[config.mk]
export PLATFORM = sky130hd
export DESIGN_NAME = rsw_div
export DESIGN_NICKNAME = d
export VERILOG_FILES = /design/src/hdl/rsw_div.sv
export SDC_FILE = /design/constraint.sdc
export NUM_CORES = 1
export LEC_CHECK = 0
export ABC_AREA = 1
export ABC_CLOCK_PERIOD_IN_PS = 4200
export BUFFER_PORTS_ARGS = -buffer_cell sky130_fd_sc_hd__buf_2
export CAP_MARGIN = 0
export CORE_MARGIN = 3
export CORE_UTILIZATION = 45
export CTS_CLUSTER_SIZE = 24
export DETAILED_ROUTE_END_ITERATION = 10
export MAX_ROUTING_LAYER = met4
export PLACE_DENSITY_LB_ADDON = 0.2
export SLEW_MARGIN = 20
export SYNTH_ARGS = -nofsm -noshare
export SYNTH_HDL_FRONTEND = slang
export SYNTH_SLANG_ARGS = --single-unit
[constraint.sdc]
create_clock -name i_clk -period 4.2 [get_ports i_clk]
set_input_delay 0.42 -clock i_clk [delete_from_list [all_inputs] [get_ports i_clk]]
set_output_delay 0.42 -clock i_clk [all_outputs]
set_load 0.05 [all_outputs]
[src/hdl/rsw_div.sv]
`timescale 1ns / 1ps
`default_nettype none

module rsw_div #(
    parameter int NUM_W = 51,
    parameter int DEN_W = 19
) (
    input  logic             i_clk,
    input  logic             i_rst_n,
    input  logic             i_start,
    input  logic [NUM_W-1:0] i_num,
    input  logic [DEN_W-1:0] i_den,
    output logic             o_done,
    output logic [NUM_W-1:0] o_quo
);

    localparam int CW = $clog2(NUM_W + 1);

    logic             r_busy;
    logic             r_done;
    logic [CW-1:0]    r_cnt;
    logic [NUM_W-1:0] r_num;
    logic [DEN_W:0]   r_rem;
    logic [DEN_W-1:0] r_den;

    logic [DEN_W:0] shifted;
    logic [DEN_W:0] diff;
    logic           ge;

    // one restoring step: shift in the next numerator bit, subtract if it fits
    assign shifted = {r_rem[DEN_W-1:0], r_num[NUM_W-1]};
    assign ge      = (shifted >= {1'b0, r_den});
    assign diff    = shifted - {1'b0, r_den};

    always_ff @(posedge i_clk) begin
        if (!i_rst_n) begin
            r_busy <= 1'b0;
            r_done <= 1'b0;
            r_cnt  <= '0;
        end else begin
            r_done <= 1'b0;
            if (i_start) begin
                r_busy <= 1'b1;
                r_cnt  <= CW'(NUM_W);
            end else if (r_busy) begin
                r_cnt <= r_cnt - CW'(1);
                if (r_cnt == CW'(1)) begin
                    r_busy <= 1'b0;
                    r_done <= 1'b1;
                end
            end
        end
    end

    always_ff @(posedge i_clk) begin
        if (i_start) begin
            r_num <= i_num;
            r_rem <= '0;
            r_den <= i_den;
        end else if (r_busy) begin
            r_rem <= ge ? diff : shifted;
            r_num <= {r_num[NUM_W-2:0], ge};
        end
    end

    assign o_done = r_done;
    assign o_quo  = r_num;

endmodule

`default_nettype wire

==> flow_metrics.env <==
export IMPL_crit_type="flop to flop"
export IMPL_place_gp_congestion=0.951
export IMPL_rsz0062_at_grt="false"
export IMPL_p_switching_mw=0.735
export IMPL_syn_mean_instance_area_sq_um=7.79
export IMPL_clockBufferDepth=2
export IMPL_synth_top_area_share_pct=39.7
export IMPL_drt_wl_total_mm=13.0
export IMPL_nNetsFinal=894
export IMPL_worst_ep_required_time_ps=4460
export IMPL_relSlewSlack_pct=38.1
export IMPL_ys_seq_area_share_pct=49.9
export IMPL_numPortBuffers=124
export IMPL_root_buffer="clkbuf_16"
export IMPL_worst_path_max_fanout=21
export IMPL_start_kind="flop"
export IMPL_drt_pass1_iter_count=5
export IMPL_drt_met1_wl_mm=6.19
export IMPL_skew_ps=3.83
export IMPL_synth_nets=775
export IMPL_final_cell_mix="nand2_1 (310), buf_2 (124), inv_1 (88)"
export IMPL_total_power_mw=2.43
export IMPL_dieArea_sq_um=13100
export IMPL_ys_flop_type="edfxtp_1"
export IMPL_ioPinCount=125
export IMPL_swShare_pct=30.3
export IMPL_vias_per_cell=4.93
export IMPL_post_cts_resized=0
export IMPL_hpwl_mm=9.78
export IMPL_multi_input_area_sq_um=2210
export IMPL_min_from="i_den[12]"
export IMPL_final_layout_size_suffix_gt1_share_pct=18.8
export IMPL_grt_pass1_vias=4492
export IMPL_clock_insertion_delay_worst_skew_ps=340
export IMPL_slew_violations=0
export IMPL_core_area_sq_um=11200
export IMPL_synthDistinctLibCells=34
export IMPL_die_w_um=114
export IMPL_timing_final_crit_share_pct=61.2
export IMPL_fin_crit_ps=2570
export IMPL_yosysWarnings=0
export IMPL_cp_end_kind="flop"
export IMPL_drc=0
export IMPL_peakVddDrop_mv=0.258
export IMPL_syn_to_final_growth_pct=19.3
export IMPL_synth_largest_area_cell="edfxtp_1"
export IMPL_worstSetupStartpoint="r_den[17]"
export IMPL_outcome="finished clean"
export IMPL_p_int_mw=1.69
export IMPL_htree_levels=3
export IMPL_floorplan_rows=38
export IMPL_tns_ps=0
export IMPL_arrival_ps=2830
export IMPL_power_share_clock_pct=32.3
export IMPL_synth_area_sq_um=5300
export IMPL_antenna_found_initial=0
export IMPL_met2_wirelength_mm=5.69
export IMPL_routed_top_layer="met4"
export IMPL_fill_cells=1013
export IMPL_synth_edff_count=70
export IMPL_async_flop_share_pct=0
export IMPL_cts_tree="yes"
export IMPL_diodes=0
export IMPL_cts_hold_buf=0
export IMPL_grt_start_max_net_pins=71
export IMPL_start_util_pct=47.4
export IMPL_grt_overflow=0
export IMPL_syn_inst=680
export IMPL_detail_route_antenna_nets=0
export IMPL_tightest_slew_ps=927
export IMPL_ff2ff_setup_slack_ps=1630
export IMPL_max_cap_violations=0
export IMPL_cts_sinks=97
export IMPL_fmax_mhz=389
export IMPL_grt_pass1_wl_mm=22.0
export IMPL_path_clk_slew_ps=60
export IMPL_hp_class="input pin to flop"
export IMPL_hold_violations=0
export IMPL_routed_via_count=4652
export IMPL_wl_per_cell_um=13.8
export IMPL_first_iter_violations=304
export IMPL_wl_met3_mm=1.00
export IMPL_ff_latch_area_sq_um=2640
export IMPL_layout_commonest_cell="nand2_1"
export IMPL_numCtsBuffers=9
export IMPL_grt_usage_pct=21.6
export IMPL_setup_viol=0
export IMPL_synth_seq_cells=97
export IMPL_p_leak_nw=3.28
export IMPL_hold_slack_ps=252
export IMPL_synth_area_leaders="edfxtp_1 (40%), nand2_1 (22%), dfxtp_1 (10%), inv_1 (6.2%), ha_1 (5.0%)"
export IMPL_seqPwrFrac_pct=47.7
export IMPL_die_h_um=114
export IMPL_combPwrFrac_pct=20.0
export IMPL_r2r_start="r_den[17]"
export IMPL_post_cts_buffers=0
export IMPL_p_per_area_nw_per_um2=384
-- state kept, by name, summed over array words and instances (netlist names) --
name	flops
r_cnt	6
o_quo	51
r_rem	19
r_den	19
o_done	1
r_busy	1
-- metrics by stage --
step	util (%)	instances	instance area, sq um	setup WS, ps
after floorplan	-	680	5300	1670
after global placement	54.0	928	6030	1770
after detailed placement	54.0	928	6030	1730
after CTS	56.5	944	6320	1710
after global routing	56.5	944	6320	1450
final	56.5	944	6320	1630
-- Yosys cell counts (all sizes together) (2+ instances only) --
cell type  instances
ha                21
nor2              30
nor3               6
edfxtp            70
nand3             43
buf                8
clkbuf            12
inv               89
clkinv             3
nand2            314
nand3b            12
a31oi              2
dfxtp             27
xnor2             10
o21ai             13
a21oi             11
-- cell families after synthesis --
family                   after synthesis  synth area share, %
buffers and inverters                112                 8.29
AND/OR/NAND/NOR                      408                 31.6
XOR/XNOR                              11                 1.82
flip-flops                            97                 49.9
AO/OA/AOI/OAI                         30                 3.09
adder cells (fa/ha/maj)               22                 5.34
-- final timing paths --
check             cells after the start        end
setup / recovery                     11   r_rem[7]
hold / removal                        1  r_den[12]
setup reg to reg                     11   r_rem[7]
hold reg to reg                       2  r_rem[16]
-- area by class of cell --
| class | instances | share of cell area, % |
|---|---|---|
| flip-flops and latches | 97 | 41.8 |
| well taps | 140 | 2.77 |
| repair buffers | 128 | 10.3 |
| inverters | 92 | 5.51 |
| multi-input cells | 471 | 35.1 |
| clock inverters | 2 | 0.178 |
| clock buffers | 14 | 4.34 |
-- power by group through the flow --
stage | clock network [mW] | logic [mW] | registers, mW
2_1_floorplan | 0 | 0.161 | 1.36
3_3_place_gp | 0 | 0.483 | 1.17
3_5_place_dp | 0 | 0.488 | 1.17
4_1_cts | 0.802 | 0.488 | 1.16
5_1_grt | 0.844 | 0.528 | 1.17
6_report | 0.784 | 0.486 | 1.16
-- per-layer routing --
metal  vias to the layer above  GRT usage (%)
met4                         0           4.91
met2                       152           31.0
met1                      2120           31.0
li1                       2370              -
met3                        10           5.18
met5                         -              -
-- critical path, cell delays in order, from the launching register on --
cell and delay, ps:
edfxtp_1 320, inv_1 40, ha_1 320, nand2_1 80, nand2_1 70, a21boi_0 210, o21ai_1 120, nor2_2 720
nand2_4 290, nand2_1 150, nand3_1 70, o21ai_0 80
(Power assumes the default switching activity.)
